## src/ssw_pkg.sv

```systemverilog
`default_nettype none

package ssw_pkg;

	localparam int FRAC_BITS  = 16;
	localparam int GAIN_SHIFT = 23 - FRAC_BITS;
	localparam int ACC_W      = 26;
	localparam int PROD_W     = 30;
	localparam int DELTA_W    = PROD_W - GAIN_SHIFT;
	localparam int SUM_W      = 32;
	localparam int WHOLE_W    = ACC_W + 1 - FRAC_BITS;
	localparam int FINE_W     = 7;
	localparam int FINE_LIMIT = 64;
	localparam int CMP_W      = (ACC_W + 1 > 8 + FRAC_BITS) ? ACC_W + 1 : 8 + FRAC_BITS;

	localparam logic signed [SUM_W-1:0] SUM_ACC_MAX = SUM_W'(2 ** (ACC_W - 1) - 1);
	localparam logic signed [SUM_W-1:0] SUM_ACC_MIN = SUM_W'(-(2 ** (ACC_W - 1)));

	localparam int QUEUE_DEPTH = 4;
	localparam int QPTR_W      = 2;

	localparam int CFG_DATA_W = 16;
	localparam int CFG_IDX_W  = 3;

	localparam logic [CFG_IDX_W-1:0] CFG_DEADZONE     = 3'd0;
	localparam logic [CFG_IDX_W-1:0] CFG_GAIN         = 3'd1;
	localparam logic [CFG_IDX_W-1:0] CFG_HORIZ_EN     = 3'd2;
	localparam logic [CFG_IDX_W-1:0] CFG_INVERT_VERT  = 3'd3;
	localparam logic [CFG_IDX_W-1:0] CFG_INVERT_HORIZ = 3'd4;
	localparam logic [CFG_IDX_W-1:0] CFG_NOTCH_UNITS  = 3'd5;

	localparam logic [2:0] KIND_VFINE  = 3'd0;
	localparam logic [2:0] KIND_HFINE  = 3'd1;
	localparam logic [2:0] KIND_VNOTCH = 3'd2;
	localparam logic [2:0] KIND_HNOTCH = 3'd3;
	localparam logic [2:0] KIND_SYNC   = 3'd4;

	typedef logic signed [ACC_W-1:0]   acc_t;
	typedef logic signed [DELTA_W-1:0] delta_t;

	typedef struct packed {
		logic [15:0] stick_vertical;
		logic [15:0] stick_horizontal;
	} tick_t;

	typedef struct packed {
		logic [2:0]        event_kind;
		logic signed [7:0] event_value;
		logic              last_event;
	} evt_t;

	typedef struct packed {
		logic [15:0] deadzone_counts;
		logic [12:0] gain_q8;
		logic        horiz_enable;
		logic        invert_vertical;
		logic        invert_horizontal;
		logic [7:0]  notch_units;
	} cfg_t;

	// One tick's worth of events. mask bits: vfine, hfine, vnotch, hnotch, sync.
	typedef struct packed {
		logic [4:0]        mask;
		logic signed [7:0] vfine;
		logic signed [7:0] hfine;
		logic              vnotch_neg;
		logic              hnotch_neg;
	} rec_t;

endpackage

`default_nettype wire

```

## src/ssw_front.sv

```systemverilog
`default_nettype none

module ssw_front (
	input  logic           clk,
	input  logic           arst_n,
	input  ssw_pkg::cfg_t  cfg,
	input  logic           tick_valid,
	output logic           tick_ready,
	input  ssw_pkg::tick_t tick,
	output logic           rec_valid,
	input  logic           rec_ready,
	output ssw_pkg::rec_t  rec
);
	import ssw_pkg::*;

	typedef struct packed {
		logic              hit;
		logic signed [7:0] value;
		acc_t              acc;
	} fine_res_t;

	typedef struct packed {
		logic hit;
		logic neg;
		acc_t acc;
	} notch_res_t;

	function automatic acc_t sat_add(acc_t a, delta_t d);
		logic signed [SUM_W-1:0] s;
		s = {{(SUM_W - ACC_W){a[ACC_W-1]}}, a} + {{(SUM_W - DELTA_W){d[DELTA_W-1]}}, d};
		if (s > SUM_ACC_MAX)
			return SUM_ACC_MAX[ACC_W-1:0];
		if (s < SUM_ACC_MIN)
			return SUM_ACC_MIN[ACC_W-1:0];
		return s[ACC_W-1:0];
	endfunction

	// Whole units truncated toward zero, limited to +-64.
	function automatic fine_res_t fine_step(acc_t a);
		fine_res_t         r;
		logic signed [ACC_W:0] ax;
		logic [ACC_W:0]    mag;
		logic [WHOLE_W-1:0] wm;
		logic [FINE_W-1:0] m;
		logic signed [7:0] v;
		acc_t              sub;
		ax  = {a[ACC_W-1], a};
		mag = a[ACC_W-1] ? -ax : ax;
		wm  = mag[ACC_W:FRAC_BITS];
		m   = (wm > WHOLE_W'(FINE_LIMIT)) ? FINE_W'(FINE_LIMIT) : wm[FINE_W-1:0];
		v   = a[ACC_W-1] ? -{1'b0, m} : {1'b0, m};
		sub = {{(ACC_W - 8){v[7]}}, v} << FRAC_BITS;
		r.hit   = (wm != '0);
		r.value = v;
		r.acc   = r.hit ? a - sub : a;
		return r;
	endfunction

	function automatic notch_res_t notch_step(acc_t a, logic [7:0] nu);
		notch_res_t        r;
		logic signed [ACC_W:0] ax;
		logic [ACC_W:0]    mag;
		logic [7:0]        nu_eff;
		logic [CMP_W-1:0]  size;
		nu_eff = (nu == 8'd0) ? 8'd1 : nu;
		size   = CMP_W'(nu_eff) << FRAC_BITS;
		ax     = {a[ACC_W-1], a};
		mag    = a[ACC_W-1] ? -ax : ax;
		r.hit  = (CMP_W'(mag) >= size);
		r.neg  = a[ACC_W-1];
		if (!r.hit)
			r.acc = a;
		else if (r.neg)
			r.acc = a + size[ACC_W-1:0];
		else
			r.acc = a - size[ACC_W-1:0];
		return r;
	endfunction

	// stage 1: raw sample
	logic        v_s1;
	logic [15:0] vert_s1, horiz_s1;
	// stage 2: scaled products
	logic                     v_s2;
	logic signed [PROD_W-1:0] pv_s2, ph_s2;

	acc_t vert_fine_q, vert_notch_q, horiz_fine_q, horiz_notch_q;

	logic signed [15:0]       off_v, off_h;
	logic signed [16:0]       offx_v, offx_h;
	logic [16:0]              mag_v, mag_h;
	logic signed [13:0]       gfac_v, gfac_h;
	logic signed [PROD_W-1:0] mv, mh, pv_d, ph_d;
	logic                     zero_v, zero_h;

	delta_t     dv, dh;
	fine_res_t  vf, hf;
	notch_res_t vn, hn;
	logic       any_evt, s2_done, s2_free;

	// offset from centre is the raw value with its top bit flipped
	assign off_v  = {~vert_s1[15], vert_s1[14:0]};
	assign off_h  = {~horiz_s1[15], horiz_s1[14:0]};
	assign offx_v = {off_v[15], off_v};
	assign offx_h = {off_h[15], off_h};
	assign mag_v  = off_v[15] ? -offx_v : offx_v;
	assign mag_h  = off_h[15] ? -offx_h : offx_h;
	assign zero_v = (mag_v < {1'b0, cfg.deadzone_counts});
	assign zero_h = (mag_h < {1'b0, cfg.deadzone_counts}) || !cfg.horiz_enable;

	// vertical is negated unless inverted; horizontal only when inverted
	assign gfac_v = cfg.invert_vertical ? $signed({1'b0, cfg.gain_q8})
	                                    : -$signed({1'b0, cfg.gain_q8});
	assign gfac_h = cfg.invert_horizontal ? -$signed({1'b0, cfg.gain_q8})
	                                      : $signed({1'b0, cfg.gain_q8});
	assign mv   = PROD_W'(off_v) * PROD_W'(gfac_v);
	assign mh   = PROD_W'(off_h) * PROD_W'(gfac_h);
	assign pv_d = zero_v ? '0 : mv;
	assign ph_d = zero_h ? '0 : mh;

	assign dv = pv_s2[PROD_W-1:GAIN_SHIFT];
	assign dh = ph_s2[PROD_W-1:GAIN_SHIFT];
	assign vf = fine_step(sat_add(vert_fine_q, dv));
	assign hf = fine_step(sat_add(horiz_fine_q, dh));
	assign vn = notch_step(sat_add(vert_notch_q, dv), cfg.notch_units);
	assign hn = notch_step(sat_add(horiz_notch_q, dh), cfg.notch_units);

	assign any_evt = vf.hit || hf.hit || vn.hit || hn.hit;
	assign rec_valid      = v_s2 && any_evt;
	assign rec.mask       = {any_evt, hn.hit, vn.hit, hf.hit, vf.hit};
	assign rec.vfine      = vf.value;
	assign rec.hfine      = hf.value;
	assign rec.vnotch_neg = vn.neg;
	assign rec.hnotch_neg = hn.neg;

	// a quiet tick retires without a queue slot
	assign s2_done    = v_s2 && (!any_evt || rec_ready);
	assign s2_free    = !v_s2 || s2_done;
	assign tick_ready = !v_s1 || s2_free;

	always_ff @(posedge clk or negedge arst_n) begin
		if (!arst_n) begin
			v_s1 <= 1'b0;
			v_s2 <= 1'b0;
		end else begin
			if (tick_ready)
				v_s1 <= tick_valid;
			if (s2_free)
				v_s2 <= v_s1;
		end
	end

	always_ff @(posedge clk) begin
		if (tick_valid && tick_ready) begin
			vert_s1  <= tick.stick_vertical;
			horiz_s1 <= tick.stick_horizontal;
		end
		if (s2_free && v_s1) begin
			pv_s2 <= pv_d;
			ph_s2 <= ph_d;
		end
	end

	always_ff @(posedge clk or negedge arst_n) begin
		if (!arst_n) begin
			vert_fine_q   <= '0;
			vert_notch_q  <= '0;
			horiz_fine_q  <= '0;
			horiz_notch_q <= '0;
		end else if (s2_done) begin
			vert_fine_q   <= vf.acc;
			vert_notch_q  <= vn.acc;
			horiz_fine_q  <= hf.acc;
			horiz_notch_q <= hn.acc;
		end
	end

endmodule

`default_nettype wire

```

## src/ssw_queue.sv

```systemverilog
`default_nettype none

module ssw_queue (
	input  logic          clk,
	input  logic          arst_n,
	input  logic          push_valid,
	output logic          push_ready,
	input  ssw_pkg::rec_t push_data,
	output logic          pop_valid,
	input  logic          pop_ready,
	output ssw_pkg::rec_t pop_data
);
	import ssw_pkg::*;

	rec_t              slot_q [QUEUE_DEPTH];
	logic [QPTR_W-1:0] wr_ptr_q, rd_ptr_q;
	logic [QPTR_W:0]   count_q;
	logic              do_push, do_pop;

	assign push_ready = (count_q != (QPTR_W + 1)'(QUEUE_DEPTH));
	assign pop_valid  = (count_q != '0);
	assign pop_data   = slot_q[rd_ptr_q];
	assign do_push    = push_valid && push_ready;
	assign do_pop     = pop_valid && pop_ready;

	always_ff @(posedge clk or negedge arst_n) begin
		if (!arst_n) begin
			wr_ptr_q <= '0;
			rd_ptr_q <= '0;
			count_q  <= '0;
		end else begin
			if (do_push)
				wr_ptr_q <= wr_ptr_q + 1'b1;
			if (do_pop)
				rd_ptr_q <= rd_ptr_q + 1'b1;
			if (do_push && !do_pop)
				count_q <= count_q + 1'b1;
			else if (do_pop && !do_push)
				count_q <= count_q - 1'b1;
		end
	end

	always_ff @(posedge clk) begin
		if (do_push)
			slot_q[wr_ptr_q] <= push_data;
	end

endmodule

`default_nettype wire

```

## src/ssw_back.sv

```systemverilog
`default_nettype none

module ssw_back (
	input  logic          clk,
	input  logic          arst_n,
	input  logic          rec_valid,
	output logic          rec_ready,
	input  ssw_pkg::rec_t rec,
	output logic          evt_valid,
	input  logic          evt_ready,
	output ssw_pkg::evt_t evt
);
	import ssw_pkg::*;

	rec_t       cur_q;
	logic [4:0] mask_q;
	logic       evt_valid_q;
	evt_t       evt_q;

	logic       load_out, last;
	logic [4:0] pick;
	evt_t       nxt;

	// lowest pending bit goes out first
	always_comb begin
		pick = 5'b00000;
		nxt  = '0;
		if (mask_q[0]) begin
			pick            = 5'b00001;
			nxt.event_kind  = KIND_VFINE;
			nxt.event_value = cur_q.vfine;
		end else if (mask_q[1]) begin
			pick            = 5'b00010;
			nxt.event_kind  = KIND_HFINE;
			nxt.event_value = cur_q.hfine;
		end else if (mask_q[2]) begin
			pick            = 5'b00100;
			nxt.event_kind  = KIND_VNOTCH;
			nxt.event_value = cur_q.vnotch_neg ? -8'sd1 : 8'sd1;
		end else if (mask_q[3]) begin
			pick            = 5'b01000;
			nxt.event_kind  = KIND_HNOTCH;
			nxt.event_value = cur_q.hnotch_neg ? -8'sd1 : 8'sd1;
		end else if (mask_q[4]) begin
			pick            = 5'b10000;
			nxt.event_kind  = KIND_SYNC;
			nxt.event_value = 8'sd0;
		end
		last           = pick[4];
		nxt.last_event = last;
	end

	assign load_out  = (mask_q != '0) && (!evt_valid_q || evt_ready);
	assign rec_ready = (mask_q == '0) || (load_out && last);
	assign evt_valid = evt_valid_q;
	assign evt       = evt_q;

	always_ff @(posedge clk or negedge arst_n) begin
		if (!arst_n) begin
			mask_q      <= '0;
			evt_valid_q <= 1'b0;
		end else begin
			if (rec_valid && rec_ready)
				mask_q <= rec.mask;
			else if (load_out)
				mask_q <= mask_q & ~pick;
			if (load_out)
				evt_valid_q <= 1'b1;
			else if (evt_ready)
				evt_valid_q <= 1'b0;
		end
	end

	always_ff @(posedge clk) begin
		if (rec_valid && rec_ready)
			cur_q <= rec;
		if (load_out)
			evt_q <= nxt;
	end

endmodule

`default_nettype wire

```

## src/stick_to_scroll_wheel.sv

```systemverilog
// Stick to scroll wheel converter.
// Tick channel (tick_valid/tick_ready/tick): one request per sample, carrying the
// raw 16-bit vertical and horizontal stick positions.
// Event channel (evt_valid/evt_ready/evt): per tick, in order, vertical fine,
// horizontal fine, vertical notch, horizontal notch, then sync with last_event
// set. Absent events are skipped; a quiet tick produces nothing at all.
// Config port: cfg_we writes cfg_data into register cfg_index;
// write only while no tick is in flight.
// The first event of a tick passes the sample register, the multiply register,
// the accumulate into the queue, the back-end record register and the event register.
// Throughput: the front takes one tick per cycle unless stalled; the back end sends
// one event per cycle while evt_ready is high, with no gap between ticks; a tick
// carries up to 5 events.
// A 4-deep record queue sits between the accumulators and the event serializer;
// when evt_ready is low the queue fills, then the front stalls and tick_ready drops.
// Reset clears all accumulators, the pipeline and the queue, and loads the
// register defaults (deadzone 655, gain 3585, horizontal on, no invert, notch 120).
`default_nettype none

module stick_to_scroll_wheel (
	input  logic                               clk,
	input  logic                               arst_n,
	input  logic                               tick_valid,
	output logic                               tick_ready,
	input  ssw_pkg::tick_t                     tick,
	output logic                               evt_valid,
	input  logic                               evt_ready,
	output ssw_pkg::evt_t                      evt,
	input  logic                               cfg_we,
	input  logic [ssw_pkg::CFG_IDX_W-1:0]      cfg_index,
	input  logic [ssw_pkg::CFG_DATA_W-1:0]     cfg_data
);
	import ssw_pkg::*;

	cfg_t cfg_q;
	logic rec_valid, rec_ready, q_valid, q_ready;
	rec_t rec, q_rec;

	always_ff @(posedge clk or negedge arst_n) begin
		if (!arst_n) begin
			cfg_q.deadzone_counts   <= 16'd655;
			cfg_q.gain_q8           <= 13'd3585;
			cfg_q.horiz_enable      <= 1'b1;
			cfg_q.invert_vertical   <= 1'b0;
			cfg_q.invert_horizontal <= 1'b0;
			cfg_q.notch_units       <= 8'd120;
		end else if (cfg_we) begin
			case (cfg_index)
				CFG_DEADZONE:     cfg_q.deadzone_counts   <= cfg_data;
				CFG_GAIN:         cfg_q.gain_q8           <= cfg_data[12:0];
				CFG_HORIZ_EN:     cfg_q.horiz_enable      <= cfg_data[0];
				CFG_INVERT_VERT:  cfg_q.invert_vertical   <= cfg_data[0];
				CFG_INVERT_HORIZ: cfg_q.invert_horizontal <= cfg_data[0];
				CFG_NOTCH_UNITS:  cfg_q.notch_units       <= cfg_data[7:0];
				default: ;
			endcase
		end
	end

	ssw_front u_front (
		.clk        (clk),
		.arst_n     (arst_n),
		.cfg        (cfg_q),
		.tick_valid (tick_valid),
		.tick_ready (tick_ready),
		.tick       (tick),
		.rec_valid  (rec_valid),
		.rec_ready  (rec_ready),
		.rec        (rec)
	);

	ssw_queue u_queue (
		.clk        (clk),
		.arst_n     (arst_n),
		.push_valid (rec_valid),
		.push_ready (rec_ready),
		.push_data  (rec),
		.pop_valid  (q_valid),
		.pop_ready  (q_ready),
		.pop_data   (q_rec)
	);

	ssw_back u_back (
		.clk       (clk),
		.arst_n    (arst_n),
		.rec_valid (q_valid),
		.rec_ready (q_ready),
		.rec       (q_rec),
		.evt_valid (evt_valid),
		.evt_ready (evt_ready),
		.evt       (evt)
	);

endmodule

`default_nettype wire

```

## config.mk

```make
export PLATFORM = sky130hd
export DESIGN_NAME = stick_to_scroll_wheel
export DESIGN_NICKNAME = d
export VERILOG_FILES = /design/src/ssw_pkg.sv /design/src/ssw_front.sv /design/src/ssw_queue.sv /design/src/ssw_back.sv /design/src/stick_to_scroll_wheel.sv
export SDC_FILE = /design/constraint.sdc
export NUM_CORES = 2
export LEC_CHECK = 0
export BUFFER_PORTS_ARGS = -buffer_cell sky130_fd_sc_hd__buf_2
export CORE_UTILIZATION = 40
export CTS_CLUSTER_DIAMETER = 50
export DETAILED_ROUTE_END_ITERATION = 12
export GPL_TIMING_DRIVEN = 0
export SLEW_MARGIN = 5
export SYNTH_ARGS = -nofsm -noshare
export SYNTH_HDL_FRONTEND = slang
export SYNTH_SLANG_ARGS = --single-unit
```

## constraint.sdc

```tcl
create_clock -name clk -period 12.73 [get_ports clk]
set_input_delay 3.1825 -clock clk [delete_from_list [all_inputs] [get_ports clk]]
set_output_delay 3.1825 -clock clk [all_outputs]
set_load 0.01 [all_outputs]
```

== Yosys cells after proc, flatten, opt, wreduce, memory -nomap -nowiden ==
Memories as Yosys holds them, arrays and structs flattened.
Index checks and enable logic that the tools add are counted.
Storage, ports and cells
  RAM bits: 92
  word-level logic and storage cells: 191
  memories: 1
  register bits after elaboration: 281
Memories
  u_queue.slot_q: words 4, bits a word 23, read ports 1, clocked after memory_dff 0, wr ports 1, line ssw_queue.sv:15  | rec_t slot_q [QUEUE_DEPTH];
Cells by class
  bitwise operators: 4
  multipliers: 2
  reduce and logical (&&, ||, !) cells: 44
  $add $sub $neg: 23
  multiplexer cells: 67
  eq/ne operators: 6
  order comparisons: 14
Operators with widths (number)
  $mux 26: 22
  $gt 32x26->1 const B: 4
  $lt 32x26->1 const B: 4
  $add 26x23->27: 4
  $mux 27: 4
  $neg 26->27: 4
  $sub 26x24->26: 4
  $mul 16x14->30: 2
  $ge 27x24->1: 2
  $add 26x24->26: 2
  $mux 8: 6
  $mux 5: 7
  $lt 17x16->1: 2
  $mux 17: 2
  $neg 16->17: 2
  $mux 14: 2
  $gt 11x7->1 const B: 2
  $reduce_bool 11->1: 2
  $mux 10: 2
  $mux 1: 16
  $neg 7->8: 2
  $mux 7: 2
  $neg 13->14: 1
  $reduce_and 2->1: 6
  24 further kinds: 54

== Depth between registers and ports, before layout ==
  depth in word-level cells: 18
  gate-level depth with buffers: 43
  mapped depth without buffers: 38

== By module ==
A second synthesis with hierarchy kept.
Unflattened totals
  cell total of the unflattened synthesis: 4814
  area, all modules: 45277.2 µm²
Modules (own cells, without submodules)
  ssw_front: times used 1, area an instance 38614.5 µm², cells each 4494
  ssw_queue: times used 1, area an instance 3772.4 µm², cells each 156
  stick_to_scroll_wheel: times used 1, area an instance 1565.3 µm², cells each 88
  ssw_back: times used 1, area an instance 1325.0 µm², cells each 76

== Worst setup path after synthesis ==
No wires, ideal clock.
  path kind: reg2reg
  start: register u_front.ph_s2[15]
  end: register u_front.ph_s2[10], enable pin
  clock period less this slack: 10874 ps
  setup time: 520 ps
  required time: 12210 ps
  stages on the path, launching flop included: 38
  arrival time: 10355 ps
  setup slack: 1856 ps
  cells stage by stage: edfxtp_1 > ha_1 > clkbuf_1 > and2_1 > and3_1 > a211o_1 > o21ai_1 > nand3_1 > nor2_1 > mux2_2 > clkbuf_1 > clkbuf_1 > clkbuf_1 > nand2_1 > nand2_1 > ha_1 > clkbuf_1 > inv_1 > (+2 left out) > o21ai_0 > a32oi_1 > ha_1 > o21a_1 > o21a_1 > o21ai_0 > nand2b_1 > a21oi_1 > nor2b_1 > o21ai_0 > nand2b_1 > a41oi_1 > and2_1 > clkbuf_1 > inv_1 > nor4_2 > nor2_1 > a21boi_0
On the way
  longest elaborated chain between the ends: 17
  elaborated cells on any way between the ends: 32
  those cells by class: add/sub: 4; order compare: 5; mux: 14; reduce/logical: 9
RTL lines
  start, declared: line ssw_front.sv:85  | logic signed [PROD_W-1:0] pv_s2, ph_s2;
  start signal, assigned: line ssw_front.sv:160  | ph_s2 <= ph_d;
  branches (longest 11 deep; another with $lt 32x26->1)
  $logic_or 1x1->1 (*): line ssw_front.sv:128  | assign any_evt = vf.hit || hf.hit || vn.hit || hn.hit;
  $logic_not 1->1 (*): line ssw_front.sv:137  | assign s2_done = v_s2 && (!any_evt || rec_ready);
  $logic_or 1x1->1 (*): line ssw_front.sv:137
  $logic_and 1x1->1 (*): line ssw_front.sv:137
  $logic_or 1x1->1 (*): line ssw_front.sv:138  | assign s2_free = !v_s2 || s2_done;
  $logic_and 1x1->1 (*): line ssw_front.sv:158  | if (s2_free && v_s1) begin
Every way passes the cells marked *. The select of a mux whose other input is x is not followed.
A chain may end at the register's enable or synchronous reset.

== Final worst setup path ==
  start: register u_front.pv_s2[14]
  end: output tick_ready
On the way
  longest elaborated chain between the ends: 17
  elaborated cells on any way between the ends: 32
  those cells by class: add/sub: 4; order compare: 5; mux: 14; reduce/logical: 9
RTL lines
  start, declared: line ssw_front.sv:85
  start signal, assigned: line ssw_front.sv:159  | pv_s2 <= pv_d;
  branches (longest 10 deep; another with $lt 32x26->1)
  $logic_or 1x1->1 (*) (2 in a row): line ssw_front.sv:128
  $logic_not 1->1 (*): line ssw_front.sv:137
  $logic_or 1x1->1 (*): line ssw_front.sv:137
  $logic_and 1x1->1 (*): line ssw_front.sv:137
  $logic_or 1x1->1 (*): line ssw_front.sv:138
  $logic_or 1x1->1 (*): line ssw_front.sv:139  | assign tick_ready = !v_s1 || s2_free;
  end, declared: line stick_to_scroll_wheel.sv:24  | output logic tick_ready,
Marked as above.

==> impl_metrics.json <==
{
  "dr.pass1.iters": 11,
  "r2r_setup_slack_ns": 1.34,
  "viasPerCell": 5.48,
  "fin_ws_ns": 0.576,
  "holdWs_ns": 0.509,
  "syn_avg_cell_area_um2": 9.51,
  "reg2reg_to": "u_front.pv_s2[29]$_SDFFCE_PN0P_",
  "drv_cap": 0,
  "die-area_um2": 108000,
  "drive_gt1_frac": 0.0922,
  "grt_max_degree": 81,
  "cts.sinks": 359,
  "clk_latency_ns": 0.67,
  "critical-path-slowest-cell": "o32ai_4",
  "status": "finished with violations",
  "cts-buffers-inserted": 56,
  "fin_util": 0.445,
  "cts_htree_levels": 2,
  "dr_total_vias": 33331,
  "synth.net_count": 5341,
  "yosys_warnings": 0,
  "slew_viol_final": 0,
  "yosysUniqueCellTypes": 107,
  "die_w_um": 329,
  "period_needed_ns": 12.15,
  "min_to": "u_front.horiz_notch_q[3]$_DFFE_PN0P_",
  "hold_start": "u_front.horiz_notch_q[3]$_DFFE_PN0P_",
  "final_nets": 5474,
  "final_cell_mix": "inv_1, nand2_1, fa_1, ha_1, nor2_1",
  "die_h_um": 329,
  "synth-async-reset-ratio": 0.443,
  "dp.final_hpwl_um": 92200,
  "num_rows": 119,
  "drtAntennaViolNets": 0,
  "setup_violations": 0,
  "cp_data_required_time_ns": 9.55,
  "fmax_mhz": 82.3,
  "setup.worst_path.class": "reg2out",
  "syn_to_final_growth_pct": 9.82,
  "holdPathStages": 1,
  "core_um2": 106000,
  "synth_edf_count": 200,
  "grt_antenna_before_repair": 2,
  "syn_inst": 4505,
  "tightest_slew_ns": 1.25,
  "fin_skew_ns": 0.0606,
  "crit_fanout": 12,
  "crit_path_max_incr_delay_ns": 0.58,
  "grt_pass1_wl_um": 182000,
  "synth_ff_type": "edfxtp_1",
  "hold_path_class": "reg2reg",
  "route.detailed.drc": 8,
  "start_util": 0.405,
  "clockRootBuffer": "clkbuf_16",
  "cp.arrival_ns": 8.97,
  "drt_wl_total_um": 114000,
  "maxSlewHeadroom": 0.157,
  "track_usage": 0.212,
  "path_clk_slew_ns": 0.06,
  "final_common_cell": "inv_1",
  "gp_congestion": 0.919,
  "grt-ovfl-total": 0,
  "rr_worst_depth": 34,
  "cts_tree": "built",
  "fin_tns_setup_ns": 0,
  "portBuffers": 69,
  "finalHoldViolations": 0,
  "clockBufferDepth": 3,
  "drt_iter0_markers": 2432,
  "crit_path_start_kind": "flip-flop",
  "ios": 70,
  "violations": "design-rule violations",
  "preCtsSetupSlack_ns": -0.211,
  "grt_pass1_vias": 33460,
  "cp-end-kind": "output pin",
  "wire_per_inst_um": 18.7,
  "synth-seq-cells": 359,
  "synth_area_um2": 42800,
  "r2r_start": "cfg_q[11]$_DFFE_PN1P_",
  "seq_area_frac_synth": 0.233,
  "fillCellCount": 10334,
  "finalCritPeriodShare": 0.955,
  "rsz0062_at_grt": "false"
}
==> synth_stat cells (12+ instances only) <==
| cell type | number | area share |
|---|---|---|
| inv_1 | 479 | 0.042 |
| nor2b_1 | 125 | 0.018 |
| edfxtp_1 | 200 | 0.14 |
| a211oi_1 | 34 | 0.0060 |
| o31ai_1 | 15 | 0.0026 |
| xor2_1 | 103 | 0.021 |
| and3_1 | 44 | 0.0064 |
| a21oi_1 | 189 | 0.022 |
| mux2_2 | 110 | 0.029 |
| nor4_1 | 16 | 0.0023 |
| fa_1 | 447 | 0.21 |
| nand2_1 | 470 | 0.041 |
| nand3_1 | 62 | 0.0072 |
| o21bai_1 | 14 | 0.0025 |
| nor2_1 | 285 | 0.025 |
| mux4_2 | 23 | 0.012 |
| nor3_1 | 86 | 0.010 |
| maj3_1 | 15 | 0.0035 |
| dfrtp_1 | 144 | 0.084 |
| o22a_1 | 13 | 0.0027 |
| a221o_1 | 12 | 0.0028 |
| or2_2 | 29 | 0.0042 |
| a21o_1 | 87 | 0.015 |
| xnor2_1 | 144 | 0.029 |
| nand4_1 | 30 | 0.0044 |
| ha_1 | 333 | 0.097 |
| or3_1 | 43 | 0.0063 |
| a31oi_1 | 33 | 0.0048 |
| clkbuf_1 | 150 | 0.013 |
| mux2i_1 | 30 | 0.0070 |
| nand2b_1 | 63 | 0.0092 |
| o211ai_1 | 28 | 0.0049 |
| o21ai_0 | 205 | 0.024 |
| o21a_1 | 48 | 0.0084 |
| dfstp_2 | 15 | 0.0092 |
| and2_1 | 84 | 0.012 |
==> logic make-up after synthesis <==
group | synth area share
fa+ha+maj | 0.310
compound gates | 0.136
buf+inv | 0.0601
flops | 0.233
simple gates | 0.159
mux | 0.0505
xor+xnor | 0.0509
==> stage by stage <==
stage / std cells / area (µm²)
3_5_place_dp: 5969 / 45100
4_1_cts: 6076 / 47000
3_3_place_gp: 5965 / 44900
2_1_floorplan: 4505 / 42800
5_1_grt: 6077 / 47000
6_report: 6078 / 47100
==> layout make-up <==
class	count	area, µm²	area share
Inverter	486	1820	0.0388
Antenna cell	1	2.50	0.0000532
Tap cell	1391	1740	0.0370
Clock buffer	63	1440	0.0306
Buffer	177	744	0.0158
Multi-Input combinational cell	3480	30300	0.645
Timing Repair Buffer	78	495	0.0105
Sequential cell	359	10000	0.213
Clock inverter	43	474	0.0101
==> how the worst max path moves through the flow <==
stage          cells past startpoint                             from                              end
2_1_floorplan                     37  u_front.ph_s2[15]$_SDFFCE_PP0P_  u_front.ph_s2[10]$_SDFFCE_PP0P_
3_3_place_gp                      36   u_front.ph_s2[8]$_SDFFCE_PP0P_  u_front.ph_s2[24]$_SDFFCE_PP0P_
3_5_place_dp                      37   u_front.ph_s2[8]$_SDFFCE_PP0P_                       tick_ready
4_1_cts                           32   u_front.pv_s2[7]$_SDFFCE_PN0P_                       tick_ready
5_1_grt                           32   u_front.pv_s2[7]$_SDFFCE_PN0P_                       tick_ready
6_report                          30  u_front.pv_s2[14]$_SDFFCE_PN0P_                       tick_ready
==> flip-flops by register name, summed over array words and instances, names as in the netlist, 2 cells and up <==
signal                 flops
cfg_q                     40
u_back.cur_q              18
u_back.evt                12
u_back.mask_q              5
u_front.horiz_fine_q      26
u_front.horiz_notch_q     26
u_front.horiz_s1          16
u_front.ph_s2             23
u_front.pv_s2             23
u_front.vert_fine_q       26
u_front.vert_notch_q      26
u_front.vert_s1           16
u_queue.count_q            3
u_queue.rd_ptr_q           2
u_queue.slot_q            92
u_queue.wr_ptr_q           2
==> timing repair <==
action	in CTS	in global routing
pin swaps	1	2
setup buffers	1	4
gates resized for setup	4	12
setup endpoints to repair	1	1
hold buffers	0	0
==> critical path, delay by kind of cell (launching register included) <==
kind	cells	cell delay [ns]
XOR/XNOR	1	0.19
AND/OR/NAND/NOR	10	2.51
buffers and inverters	6	1.38
adder cells (fa/ha/maj)	3	1.01
AO/OA/AOI/OAI	10	2.69
flip-flops	1	0.50
==> per-layer routing <==
| metal | wire length [µm] | vias up | global-route usage |
|---|---|---|---|
| met5 | 0 | - | 0 |
| met4 | 3230 | 0 | 0.0656 |
| met3 | 6260 | 174 | 0.0285 |
| met2 | 52800 | 881 | 0.347 |
| met1 | 51600 | 16503 | 0.292 |
| li1 | - | 15773 | - |
Power is not shown: default switching activity piles up to over one toggle a cycle in this logic, so the estimate is an artifact.
